## src/hw/rtl/bencode_tokenizer_assert.svh

```systemverilog
// ---------------------------------------------------------------------------
// bencode tokenizer assertion macros
// concurrent checks, compiled out for synthesis
// ---------------------------------------------------------------------------
`ifndef BENCODE_TOKENIZER_ASSERT_SVH
`define BENCODE_TOKENIZER_ASSERT_SVH

`ifndef SYNTHESIS

// same-cycle implication
`define BT_ASSERT_IMPLIES(label, clk, rst, ante, cons, msg) \
  label: assert property (@(posedge clk) disable iff (rst) (ante) |-> (cons)) \
    else $error(msg);

// next-cycle implication
`define BT_ASSERT_NEXT(label, clk, rst, ante, cons, msg) \
  label: assert property (@(posedge clk) disable iff (rst) (ante) |=> (cons)) \
    else $error(msg);

`else

`define BT_ASSERT_IMPLIES(label, clk, rst, ante, cons, msg)
`define BT_ASSERT_NEXT(label, clk, rst, ante, cons, msg)

`endif

`endif

```

## src/hw/rtl/bt_pkg.sv

```systemverilog
// ---------------------------------------------------------------------------
// bencode tokenizer package
// shared widths, character codes, token kinds and result record
// ---------------------------------------------------------------------------
package bt_pkg;

  // buffer offset counter width
  localparam int OffsetBits = 32;
  localparam int LenBits    = 32;

  // result queue
  localparam int Depth     = 4;
  localparam int PtrBits   = $clog2(Depth);
  localparam int CountBits = $clog2(Depth + 1);

  // character codes
  localparam logic [7:0] ChZero  = 8'h30;
  localparam logic [7:0] ChNine  = 8'h39;
  localparam logic [7:0] ChColon = 8'h3a;
  localparam logic [7:0] ChI     = 8'h69;
  localparam logic [7:0] ChL     = 8'h6c;
  localparam logic [7:0] ChD     = 8'h64;
  localparam logic [7:0] ChE     = 8'h65;

  typedef enum logic [2:0] {
    KIND_STRING = 3'd0,
    KIND_INT    = 3'd1,
    KIND_LIST   = 3'd2,
    KIND_DICT   = 3'd3,
    KIND_END    = 3'd4,
    KIND_ERROR  = 3'd5,
    KIND_DONE   = 3'd6
  } kind_t;

  typedef enum logic [1:0] {
    MODE_IDLE = 2'd0,
    MODE_LEN  = 2'd1,
    MODE_BODY = 2'd2,
    MODE_INT  = 2'd3
  } mode_t;

  typedef struct packed {
    kind_t         kind;
    logic [31:0]   start_offset;
    logic [31:0]   token_length;
    logic          last_of_run;
  } result_t;

endpackage

```

## src/hw/rtl/bt_if.sv

```systemverilog
// ---------------------------------------------------------------------------
// bencode tokenizer channels
// valid/ready byte channel and token channel
// ---------------------------------------------------------------------------
interface bt_in_if;
  logic       valid;
  logic       ready;
  logic [7:0] data_byte;
  logic       end_of_buffer;

  modport source (output valid, data_byte, end_of_buffer, input ready);
  modport sink (input valid, data_byte, end_of_buffer, output ready);
endinterface

interface bt_out_if;
  logic            valid;
  logic            ready;
  bt_pkg::kind_t   kind;
  logic [31:0]     start_offset;
  logic [31:0]     token_length;
  logic            last_of_run;

  modport source (output valid, kind, start_offset, token_length, last_of_run,
                  input ready);
  modport sink (input valid, kind, start_offset, token_length, last_of_run,
                output ready);
endinterface

```

## src/hw/rtl/bencode_tokenizer.sv

```systemverilog
// ---------------------------------------------------------------------------
// bencode tokenizer
// streaming scanner: one byte in, up to two tokens out
// ---------------------------------------------------------------------------
// ordering: a token enters the result queue the cycle after its byte is taken
// throughput: one byte per cycle; input is held off while fewer than two of the
//   four queue entries are free, i.e. output stalled or two-token bytes arriving
//   faster than one token drains per cycle
// reset: synchronous, active high; scanner returns to idle at offset zero and
//   the result queue empties; each end-of-buffer byte resets only the scanner
`include "bencode_tokenizer_assert.svh"

module bencode_tokenizer (
  input  logic            clk,
  input  logic            rst,
  bt_in_if.sink           bytes,
  bt_out_if.source        tokens
);

  // scanner state
  bt_pkg::mode_t                      mode, mode_next;
  logic [bt_pkg::LenBits-1:0]         len_acc, len_acc_next;
  logic [bt_pkg::LenBits-1:0]         remaining, remaining_next;
  logic [bt_pkg::OffsetBits-1:0]      position, position_next;
  logic [bt_pkg::OffsetBits-1:0]      token_start, token_start_next;

  // result queue
  bt_pkg::result_t                    fifo [bt_pkg::Depth];
  logic [bt_pkg::PtrBits-1:0]         rd_ptr, wr_ptr;
  logic [bt_pkg::CountBits-1:0]       count;

  // per-byte decode
  logic                               accept, pop;
  logic [bt_pkg::OffsetBits-1:0]      next_pos;
  logic                               is_digit;
  logic [3:0]                         digit;
  logic [bt_pkg::LenBits+3:0]         prod;
  logic [bt_pkg::LenBits-1:0]         len_scaled;
  logic [bt_pkg::LenBits-1:0]         rem_dec;

  // token produced by this byte (done is separate)
  logic                               tok_valid;
  bt_pkg::kind_t                      tok_kind;
  logic [bt_pkg::OffsetBits-1:0]      tok_start;
  logic [bt_pkg::LenBits-1:0]         tok_len;

  bt_pkg::result_t                    ent_first, ent_second, ent_done;
  logic [1:0]                         push_n;

  assign accept = bytes.valid && bytes.ready;
  assign pop    = tokens.valid && tokens.ready;

  // take a byte only if both possible results fit
  assign bytes.ready = count < bt_pkg::CountBits'(bt_pkg::Depth - 1);

  assign next_pos = position + bt_pkg::OffsetBits'(1);
  assign digit    = bytes.data_byte[3:0];

  always_comb begin
    is_digit = bytes.data_byte inside {[bt_pkg::ChZero:bt_pkg::ChNine]};
  end

  // length * 10 + digit, saturating at all ones
  assign prod = {1'b0, len_acc, 3'b000} + {3'b000, len_acc, 1'b0}
              + {(bt_pkg::LenBits)'(0), digit};
  assign len_scaled = (prod[bt_pkg::LenBits+3:bt_pkg::LenBits] != 4'd0)
                    ? '1 : prod[bt_pkg::LenBits-1:0];

  assign rem_dec = (remaining != '0) ? remaining - bt_pkg::LenBits'(1) : remaining;

  // scanner next state and token
  always_comb begin
    mode_next        = mode;
    len_acc_next     = len_acc;
    remaining_next   = remaining;
    token_start_next = token_start;
    tok_valid        = 1'b0;
    tok_kind         = bt_pkg::KIND_ERROR;
    tok_start        = next_pos;
    tok_len          = '0;

    case (mode)
      bt_pkg::MODE_LEN: begin
        if (bytes.data_byte == bt_pkg::ChColon) begin
          if (len_acc == '0) begin
            // empty string completes on the colon
            tok_valid = 1'b1;
            tok_kind  = bt_pkg::KIND_STRING;
            mode_next = bt_pkg::MODE_IDLE;
          end else if (bytes.end_of_buffer) begin
            tok_valid = 1'b1;
          end else begin
            token_start_next = next_pos;
            remaining_next   = len_acc;
            mode_next        = bt_pkg::MODE_BODY;
          end
        end else if (is_digit) begin
          len_acc_next = len_scaled;
          tok_valid    = bytes.end_of_buffer;
        end else begin
          // junk inside the length: drop it, restart
          tok_valid = 1'b1;
          mode_next = bt_pkg::MODE_IDLE;
        end
      end
      bt_pkg::MODE_BODY: begin
        remaining_next = rem_dec;
        if (rem_dec == '0) begin
          tok_valid = 1'b1;
          tok_kind  = bt_pkg::KIND_STRING;
          tok_start = token_start;
          tok_len   = len_acc;
          mode_next = bt_pkg::MODE_IDLE;
        end else if (bytes.end_of_buffer) begin
          // buffer cut mid-string
          tok_valid = 1'b1;
        end
      end
      bt_pkg::MODE_INT: begin
        tok_kind  = bt_pkg::KIND_INT;
        tok_start = token_start;
        if (bytes.data_byte == bt_pkg::ChE) begin
          tok_valid = 1'b1;
          tok_len   = len_acc;
          mode_next = bt_pkg::MODE_IDLE;
        end else begin
          // forgiving integer text: count anything, saturating
          if (len_acc != '1) begin
            len_acc_next = len_acc + bt_pkg::LenBits'(1);
          end
          tok_valid = bytes.end_of_buffer;
          tok_len   = len_acc_next;
        end
      end
      default: begin
        // idle, awaiting token start
        mode_next = bt_pkg::MODE_IDLE;
        if (is_digit) begin
          len_acc_next = {(bt_pkg::LenBits-4)'(0), digit};
          mode_next    = bt_pkg::MODE_LEN;
          tok_valid    = bytes.end_of_buffer;
        end else if (bytes.data_byte == bt_pkg::ChI) begin
          len_acc_next     = '0;
          token_start_next = next_pos;
          mode_next        = bt_pkg::MODE_INT;
          tok_valid        = bytes.end_of_buffer;
          tok_kind         = bt_pkg::KIND_INT;
        end else if (bytes.data_byte == bt_pkg::ChL) begin
          tok_valid = 1'b1;
          tok_kind  = bt_pkg::KIND_LIST;
        end else if (bytes.data_byte == bt_pkg::ChD) begin
          tok_valid = 1'b1;
          tok_kind  = bt_pkg::KIND_DICT;
        end else if (bytes.data_byte == bt_pkg::ChE) begin
          tok_valid = 1'b1;
          tok_kind  = bt_pkg::KIND_END;
        end else begin
          tok_valid = 1'b1;
        end
      end
    endcase

    // end of buffer: back to reset state for the next buffer
    if (bytes.end_of_buffer) begin
      mode_next        = bt_pkg::MODE_IDLE;
      len_acc_next     = '0;
      remaining_next   = '0;
      token_start_next = '0;
      position_next    = '0;
    end else begin
      position_next    = next_pos;
    end
  end

  // queue entries: token first, then done on the final byte
  always_comb begin
    ent_done.kind         = bt_pkg::KIND_DONE;
    ent_done.start_offset = 32'(next_pos);
    ent_done.token_length = '0;
    ent_done.last_of_run  = 1'b1;

    ent_first.kind         = tok_kind;
    ent_first.start_offset = 32'(tok_start);
    ent_first.token_length = 32'(tok_len);
    ent_first.last_of_run  = !bytes.end_of_buffer;

    ent_second = ent_done;
    if (!tok_valid) begin
      ent_first = ent_done;
    end
    push_n = accept ? ({1'b0, tok_valid} + {1'b0, bytes.end_of_buffer}) : 2'd0;
  end

  // scanner registers
  always_ff @(posedge clk) begin
    if (rst) begin
      mode        <= bt_pkg::MODE_IDLE;
      len_acc     <= '0;
      remaining   <= '0;
      position    <= '0;
      token_start <= '0;
    end else if (accept) begin
      mode        <= mode_next;
      len_acc     <= len_acc_next;
      remaining   <= remaining_next;
      position    <= position_next;
      token_start <= token_start_next;
    end
  end

  // result queue storage, no reset on payload
  always_ff @(posedge clk) begin
    if (push_n != 2'd0) begin
      fifo[wr_ptr] <= ent_first;
    end
    if (push_n == 2'd2) begin
      fifo[wr_ptr + bt_pkg::PtrBits'(1)] <= ent_second;
    end
  end

  always_ff @(posedge clk) begin
    if (rst) begin
      rd_ptr <= '0;
      wr_ptr <= '0;
      count  <= '0;
    end else begin
      wr_ptr <= wr_ptr + bt_pkg::PtrBits'(push_n);
      if (pop) begin
        rd_ptr <= rd_ptr + bt_pkg::PtrBits'(1);
      end
      count <= count + bt_pkg::CountBits'(push_n) - bt_pkg::CountBits'(pop);
    end
  end

  // output from the head of the queue
  assign tokens.valid        = count != '0;
  assign tokens.kind         = fifo[rd_ptr].kind;
  assign tokens.start_offset = fifo[rd_ptr].start_offset;
  assign tokens.token_length = fifo[rd_ptr].token_length;
  assign tokens.last_of_run  = fifo[rd_ptr].last_of_run;

  // checks
  `BT_ASSERT_IMPLIES(a_queue_bound, clk, rst, 1'b1,
    count <= bt_pkg::CountBits'(bt_pkg::Depth), "result queue overflow")
  `BT_ASSERT_NEXT(a_eob_resets, clk, rst, accept && bytes.end_of_buffer,
    mode == bt_pkg::MODE_IDLE && position == '0, "scanner not reset after buffer end")
  `BT_ASSERT_NEXT(a_eob_queues_done, clk, rst, accept && bytes.end_of_buffer,
    count != '0, "done not queued after buffer end")

endmodule

```

## src/flat_wrapper.sv

```systemverilog
// flat-port wrapper written by rule: the top's interface ports become plain ports
module bencode_tokenizer_flat 
  (clk, rst, bytes_valid, bytes_data_byte, bytes_end_of_buffer, bytes_ready, tokens_valid, tokens_kind, tokens_start_offset, tokens_token_length, tokens_last_of_run, tokens_ready);
  bt_in_if bytes_i ();
  bt_out_if tokens_i ();
  input  logic clk;
  input  logic rst;
  input wire logic [$bits(bytes_i.valid)-1:0] bytes_valid;
  input wire logic [$bits(bytes_i.data_byte)-1:0] bytes_data_byte;
  input wire logic [$bits(bytes_i.end_of_buffer)-1:0] bytes_end_of_buffer;
  output wire logic [$bits(bytes_i.ready)-1:0] bytes_ready;
  output wire logic [$bits(tokens_i.valid)-1:0] tokens_valid;
  output wire logic [$bits(tokens_i.kind)-1:0] tokens_kind;
  output wire logic [$bits(tokens_i.start_offset)-1:0] tokens_start_offset;
  output wire logic [$bits(tokens_i.token_length)-1:0] tokens_token_length;
  output wire logic [$bits(tokens_i.last_of_run)-1:0] tokens_last_of_run;
  input wire logic [$bits(tokens_i.ready)-1:0] tokens_ready;
  assign bytes_i.valid = bytes_valid;
  assign bytes_i.data_byte = bytes_data_byte;
  assign bytes_i.end_of_buffer = bytes_end_of_buffer;
  assign bytes_ready = bytes_i.ready;
  assign tokens_valid = tokens_i.valid;
  assign tokens_kind = tokens_i.kind;
  assign tokens_start_offset = tokens_i.start_offset;
  assign tokens_token_length = tokens_i.token_length;
  assign tokens_last_of_run = tokens_i.last_of_run;
  assign tokens_i.ready = tokens_ready;
  bencode_tokenizer u_core (.clk(clk), .rst(rst), .bytes(bytes_i), .tokens(tokens_i));
endmodule
```

## config.mk

```make
export PLATFORM = sky130hd
export DESIGN_NAME = bencode_tokenizer_flat
export DESIGN_NICKNAME = d
export VERILOG_FILES = /design/src/hw/rtl/bt_pkg.sv /design/src/hw/rtl/bt_if.sv /design/src/hw/rtl/bencode_tokenizer.sv /design/src/flat_wrapper.sv
export VERILOG_INCLUDE_DIRS = /design/src /design/src/hw/rtl
export SDC_FILE = /design/constraint.sdc
export NUM_CORES = 1
export LEC_CHECK = 0
export BUFFER_PORTS_ARGS = -buffer_cell sky130_fd_sc_hd__buf_2
export CORE_ASPECT_RATIO = 0.9
export CORE_UTILIZATION = 70
export CTS_BUF_LIST = sky130_fd_sc_hd__clkbuf_8
export DETAILED_ROUTE_END_ITERATION = 8
export PLACE_DENSITY = 0.89
export SETUP_SLACK_MARGIN = 0.3
export SLEW_MARGIN = 15
export SYNTH_ARGS = -nofsm -noshare
export SYNTH_HDL_FRONTEND = slang
export SYNTH_SLANG_ARGS = --single-unit
```

## constraint.sdc

```tcl
create_clock -name clk -period 10.1 [get_ports clk]
set_clock_uncertainty 0.1 [all_clocks]
set_input_delay 0 -clock clk [delete_from_list [all_inputs] [get_ports clk]]
set_output_delay 0 -clock clk [all_outputs]
set_load 0.02 [all_outputs]
```

==> summary.txt, run 1 <==
Timing
  – Final Setup Violations: 0
  – Slew @ Worst Pin: ~1200 ps
  – Max-slew headroom: between 20% and 30%
  – RSZ-0062 raised after global routing: false
  – Fmax: 144.7 MHz
  – Max Slew Vio Count: 0
  – Final period util: 68.45%
  – Hold slack: 64.55 ps
  – TNS Setup: 0 ps
  – Minimum clock period after layout: 6913 ps
  – Final Hold Viols: 0

Synth
  – Synth warnings: 0
  – Synth cell types: 92
  – Post-synthesis sequential area ratio: 41.23%
  – Post-synth ARST share: 0%
  – Post-synth EDFFs: 128
  – Mapped Cells: between 2000 and 3000
  – Post-synthesis register bit count: 411
  – Synthesized area per cell: 8.902 µm²
  – Area of the mapped netlist: 0.02306 mm²
  – Post-synth net total: ~2700
  – Ys flop type: dfxtp_1

Floorplan
  – Die Y: 174.2 µm
  – Die W: 193.3 µm
  – Row cnt: 62
  – Die area: 0.03368 mm²
  – I/O Pins: 83
  – Initial Util: 71.64%
  – Core box area: ~0.032 mm²

Worst hold path
  – Hold/Removal Path Class: primary input to flop

Placed design
  – GPL Wtd Cong: ~0.99
  – DP Area: 0.02350 mm²
  – Port Buf Inserts: 82
  – Detail Placement HPWL: 46610 µm

Clock network
  – Post-CTS Resized: 0
  – Sinks on the clock net: between 400 and 500
  – Clk_lat worst skew: roughly 620 ps
  – Longest Clk Path Bufs: 3
  – CTS tree: done
  – Clk slew on worst S/H paths: 60 ps
  – CTS buffer count: 67
  – Root buf cell: clkbuf_8
  – H-tree depth: 3

GRT
  – GRT Resource Usage Total: 42.50%
  – GR Overflow Total: 0
  – Largest net degree at the start of global routing: 97
  – First-pass GRT wire length: 113300 µm
  – Initial antenna violation count: 0
  – Vias in the first global route: 20734

Finish
  – Share of cells above drive strength 1: between 10% and 20%
  – # nets final: 2677
  – Antenna cell count: 0
  – Design area: between 0.02 and 0.025 mm²
  – Fillers: 2077
  – Area grow syn2layout: 8.240%

Job
  – Max-Cap Viols: 0

Routing
  – DRC Markers: 11
  – Routed wire per std cell: 23.68 µm
  – Post-DRT Antenna Nets: 0
  – TritonRoute pass-1 iters: 9
  – Post-Route WL: 72400 µm
  – Vias: 21933
  – Routed vias/inst: 7.175
  – Drt initial violations: ~3600

Critical path
  – Critical path's slowest cell: o41ai_4
  – WS Path Type: flop to flop
  – Slowest cell delay on critical path: about 850 ps
  – CP Cell Sequence: inv_1 -> ha_1 -> nor2b_1 -> nand4_1 -> nor4_2 -> o31a_1 -> o2111ai_1 -> or4_4 -> o41ai_4 -> ha_1 -> o21ai_0 -> nor3_1 -> a21o_1 -> inv_1 -> o21ai_0
  – CP max FO: 27
  – Critical path buffers and inverters: 2
  – Worst EP arrival: 7180 ps
  – Crit start category: flop
  – CP top delay family: simple AND/OR/NAND/NOR gates
  – Crit path capture type: flop
  – Worst EP required: 10370 ps

Power
  – Leak pwr: 9.484 nW
  – Peak VDD IR: about 110 µV
  – Pwr dens: roughly 160 mW/mm²

Outcome
  – Outcome: finished with violations
  – Failing checks: design-rule violations
[stage by stage]
| step | setup WS [ps] | cells | power (W) | util [%] |
|---|---|---|---|---|
| final | 3187 | 3057 | 0.004092 | 77.55 |
| after floorplan | 4573 | 2591 | 0.002379 | - |
| after CTS | 3452 | 3057 | 0.004064 | 77.53 |
| after global routing | 2844 | 3057 | 0.004200 | 77.55 |
| after global placement | 3703 | 2928 | 0.002580 | 72.98 |
| after detailed placement | 3524 | 2928 | 0.002601 | 72.98 |
[final cells by class]
cell class              count  area (µm²)  area share, %
repair buffers            123       745.7          2.987
flip-flops and latches    411        9514          38.11
well taps                 416       520.5          2.085
inverters                  40       150.1         0.6014
multi-input cells        1948       12670          50.76
clock buffers              76        1046          4.190
clock inverters            43       316.6          1.268
[sequential cells by signal (all words and copies together) (netlist names), named ones only]
signal,cells
u_core.token_start,32
u_core.mode,2
u_core.wr_ptr,2
u_core.position,32
u_core.fifo,272
u_core.count,3
u_core.rd_ptr,2
u_core.len_acc,32
u_core.remaining,32
[routing by layer]
metal	global-route usage (%)	up-vias	part of all wire (%)
met1	58.34	10218	38
met3	10.26	291	14
met4	19.63	0	4.3
met2	63.84	1815	44
met5	0	-	0
li1	-	9609	-
[logic make-up after synthesis]
family / Yosys count / share of synthesized area (%)
buffers and inverters: 232 / 4.036
DFF: 411 / 41.23
xor gates and xnor gates: 87 / 3.304
muxes: 75 / 6.944
adders and majority gates: 73 / 4.058
and+or+nand+nor: 907 / 18.85
AOI/OAI and AO/OA: 806 / 21.59
[path summary, 6_finish.rpt]
check / from / endpoint / slack (ps) / cells past startpoint
min reg2reg: u_core.fifo[3][5]$_SDFFE_PP0N_ / u_core.fifo[3][5]$_SDFFE_PP0N_ / 360 / 2
max: u_core.remaining[0]$_SDFFE_PP0P_ / u_core.fifo[0][56]$_DFFE_PP_ / 3190 / 15
min: bytes_end_of_buffer / u_core.token_start[8]$_SDFFE_PP0P_ / 60 / 5
max reg2reg: u_core.remaining[0]$_SDFFE_PP0P_ / u_core.fifo[0][56]$_DFFE_PP_ / 3190 / 15
[worst reg2reg max path, delay by kind of cell (launching register included)]
kind,cells,cell delay (ps)
AOI/OAI and AO/OA,6,2210
adders and majority gates,2,690
buffers and inverters,2,590
DFF,1,350
and+or+nand+nor,5,2750
[power breakdown]
group	switching, W	internal [W]	total (W)	leakage, nW
Combinational	0.000469	0.000265	0.000734	5.05
Clock	0.000693	0.000799	0.00149	0.777
Sequential	0.0000844	0.00178	0.00187	3.66
[cells in the mapped netlist, types with 50 or more instances]
library cell	count	area share, %
nand2_1	334	5.4
a22o_1	63	2.4
clkbuf_1	155	2.5
edfxtp_1	128	17
dfxtp_1	283	25
a21oi_1	192	4.2
o21ai_0	269	5.8
nor2_1	217	3.5
ha_1	70	3.8
nor3_1	108	2.3
xnor2_1	50	1.9
mux4_2	68	6.6
[placed cells by master, fill, tap and decap left out, types with 11 or more instances in the layout]
cell / Yosys / routed
nor2_1: 217 / 214
ha_1: 70 / 70
nand2_1: 334 / 333
edfxtp_1: 128 / 128
a31oi_1: 13 / 13
clkbuf_8: 0 / 76
nor4_1: 27 / 27
nand2b_1: 11 / 11
a21o_1: 23 / 23
nand3_1: 43 / 43
inv_1: 40 / 64
and2_1: 19 / 19
xor2_1: 37 / 37
a211oi_1: 18 / 18
dfxtp_1: 283 / 281
o22ai_1: 35 / 35
a21oi_1: 192 / 191
nor3_1: 108 / 107
mux4_2: 68 / 68
o21ai_1: 33 / 32
buf_4: 2 / 32
o31ai_1: 18 / 17
o211ai_1: 15 / 15
or3_1: 18 / 17
nand4_1: 31 / 31
buf_2: 23 / 81
xnor2_1: 50 / 50
a22oi_1: 30 / 30
o21ai_0: 269 / 269
a22o_1: 63 / 63
and3_1: 25 / 25
[repair_timing]
action | CTS | global route
hold buffers | 10 | 0
buffers inserted | 0 | 0
hold endpoints to repair | 60 | 0
Note: power is estimated with default switching activity, not from simulation.
==> inputs of run 2 (changes only) <==
- CORE_UTILIZATION: 70 -> 59
- PLACE_DENSITY: 0.89 -> 0.79
- clock period: 10.1 -> 6.2 ns (I/O delays scaled with it)
==> run 2 against run 1 <==
Net effect:
- the flow now finishes without violations
- clock-buffer cell count rose by 8
- maximum frequency rose by 25%
- via count fell by 2.4%
- cell area rose by 1.4%
- first-iteration DRC count fell by 13%
- core utilization fell by 12 points
- flip-flop and latch count did not move
- sequential share of layout area fell by 0.51 points
- sequential power rose by 61%
- non-clock buffer count rose by 14
- global-route usage fell by 7.2 points
- critical path type unchanged
==> summary.txt, run 2 (synthesis results as in run 1) <==
Placed design
  – DP Area: 0.02373 mm² (+1.0%)
  – GPL Wtd Cong: 0.9707 (-1.5%)
  – Setup WS pre-CTS: 710.9 ps (-2813 ps)
  – Placed cells: 3048 (+4.1%)
  – Detail Placement HPWL: 46850 µm (+0.50%)
  – Port Buf Inserts: 82 (unchanged)

Routing
  – Post-DRT Antenna Nets: 0 (unchanged)
  – Routed wire per std cell: 22.19 µm (-6.3%)
  – Post-Route WL: 70790 µm (-2.2%)
  – Vias: 21414 (-2.4%)
  – Routed vias/inst: 6.713 (-6.4%)
  – TritonRoute pass-1 iters: 6 (-3)
  – Drt initial violations: 3088 (-13%)
  – DRC Markers: 0 (-11)

Clock network
  – CTS buffer count: 69 (+3.0%)
  – Clk slew on worst S/H paths: 70 ps (about the same)
  – Sinks on the clock net: 411 (unchanged)
  – Root buf cell: clkbuf_8
  – Clk_lat worst skew: 650 ps (+30 ps)
  – CTS tree: done
  – Longest Clk Path Bufs: 3 (unchanged)
  – H-tree depth: 3 (unchanged)

Finish
  – Final std cells w/o fill: 3190 (+4.4%)
  – Design area: 0.02530 mm² (+1.4%)
  – Area grow syn2layout: 9.710%
  – Share of cells above drive strength 1: 12.80% (+0.49 points)
  – Largest Register: u_core.fifo
  – Most common cell after layout, fill and taps aside: nand2_1
  – Max reg flops: 272 (unchanged)
  – Most frequent cells in the layout: 333 x nand2_1, 281 x dfxtp_1, 269 x o21ai_0
  – Fillers: 3078 (+48%)
  – # nets final: 2693 (+0.60%)

Timing
  – Max-slew headroom: 23.96% (+1.8 points)
  – Final Setup Violations: 0 (unchanged)
  – Post-layout worst setup margin: 683.6 ps (-2503 ps)
  – Slew @ Worst Pin: 1137 ps (-27.64 ps)
  – TNS Setup: 0 ps (unchanged)
  – Max Slew Vio Count: 0 (unchanged)
  – RSZ-0062 raised after global routing: false
  – Fmax: 181.3 MHz (+25%)
  – Minimum clock period after layout: 5516 ps (-1397 ps)
  – Final Hold Viols: 0 (unchanged)
  – Final period util: 88.97% (+21 points)

GRT
  – GR Overflow Total: 0 (unchanged)
  – GRT Resource Usage Total: 35.32% (-7.2 points)
  – First-pass GRT wire length: 110500 µm (-2.5%)
  – Vias in the first global route: 19977 (-3.7%)
  – Largest net degree at the start of global routing: 79 (-19%)
  – Initial antenna violation count: 2 (+2)

Floorplan
  – Initial Util: 59.98% (-12 points)
  – Die W: 210.4 µm (+8.8%)
  – Row cnt: 68 (+9.7%)
  – Core box area: 0.03846 mm² (+19%)
  – Die area: 0.03989 mm² (+18%)
  – I/O Pins: 83 (unchanged)
  – Die Y: 189.6 µm (+8.8%)

Critical path
  – Worst EP required: 6450 ps (-3920 ps)
  – Crit path capture type: flop
  – CP max FO: 11 (-59%)
  – Critical path buffers and inverters: 3 (+1)
  – CP Cell Sequence: nor3_2 -> nand3_1 -> nand2b_1 -> or4_1 -> xnor2_1 -> or4_1 -> o41ai_4 -> ha_1 -> o21ai_0 -> nor3_1 -> buf_4 -> a21o_1 -> inv_1 -> buf_4 -> o21ai_0
  – Crit start category: flop
  – WS Path Type: flop to flop
  – CP top delay family: simple AND/OR/NAND/NOR gates
  – Slowest cell delay on critical path: 570 ps (-280 ps)
  – Critical path's slowest cell: or4_1
  – Worst EP arrival: 5770 ps (-1410 ps)

Worst hold path
  – Hold/Removal Path Class: primary input to flop

Power
  – Pwr dens: 264.5 mW/mm² (+61%)
  – Leak pwr: 9.596 nW (+1.2%)
  – Peak VDD IR: 210.3 µV (+88%)
  – Final Total Pwr: 0.006693 W (+64%)

Outcome
  – Outcome: finished, final reports clean

Job
  – Max-Cap Viols: 0 (unchanged)
## run 2: changes by cell type in the layout (fill, tap and decap cells not counted), sizes merged
cell | before | now
clkbuf | 76 | 84
clkinv | 8 | 11
clkinvlp | 3 | 2
dlygate4sd3 | 10 | 12
inv | 68 | 69
diode | 0 | 1
bufinv | 4 | 2
buf | 113 | 125
## run 2: final cells by class
cell class / instances / area (µm²) / area share [%]
diodes: 1 / 2.502 / 0.009889
clock buffers: 84 / 1156 / 4.569
clock inverters: 44 / 267.8 / 1.058
inverters: 40 / 150.1 / 0.5934
multi-input cells: 1948 / 12680 / 50.09
flip-flops and latches: 411 / 9514 / 37.60
well taps: 525 / 656.9 / 2.596
repair buffers: 137 / 880.8 / 3.481
## run 2: worst reg2reg max path, stage by stage, from the launching register on
cell and delay, ps:
dfxtp_1 400, nor3_2 390, nand3_1 340, nand2b_1 330, or4_1 560, xnor2_1 200
or4_1 570, o41ai_4 450, ha_1 400, o21ai_0 380, nor3_1 80, buf_4 180
a21o_1 170, inv_1 310, buf_4 260, o21ai_0 100
## run 2: report_power, final
group / switching, W / internal (W)
Sequential: 0.000104 / 0.00290
Combinational: 0.000782 / 0.000444
Clock: 0.00114 / 0.00132
Total: 0.00202 / 0.00467
## run 2: repair_timing
action                                  4_1_cts  5_1_grt
hold buffers                                 12        0
hold endpoints to repair                     98        0
buffers inserted                              0        1
endpoints found under the setup margin        0        6
gates resized for setup                       0        3
## run 2: final timing paths
path,from,end,slack (ps),cells past startpoint
worst max-delay path,u_core.remaining[16]$_SDFFE_PP0P_,u_core.fifo[0][43]$_DFFE_PP_,680,15
worst min-delay path,bytes_data_byte[6],u_core.fifo[3][66]$_SDFFE_PP1N_,140,5
worst max register to register,u_core.remaining[16]$_SDFFE_PP0P_,u_core.fifo[0][43]$_DFFE_PP_,680,15
worst min register to register,u_core.fifo[3][30]$_SDFFE_PP0N_,u_core.fifo[3][30]$_SDFFE_PP0N_,350,2
## run 2: metal layers
metal	share of wire (%)	vias to the layer above	track usage, %
li1	-	9644	-
met3	12	185	7.395
met4	3.0	0	13.41
met1	41	10202	49.96
met5	0	-	0
met2	44	1383	53.23
## run 2: stage by stage
step	utilization, %	hold WS, ps
2_1_floorplan	-	76.21
3_3_place_gp	61.71	303.1
3_5_place_dp	61.71	309.5
4_1_cts	65.72	70.44
5_1_grt	65.79	113.0
6_report	65.80	139.5
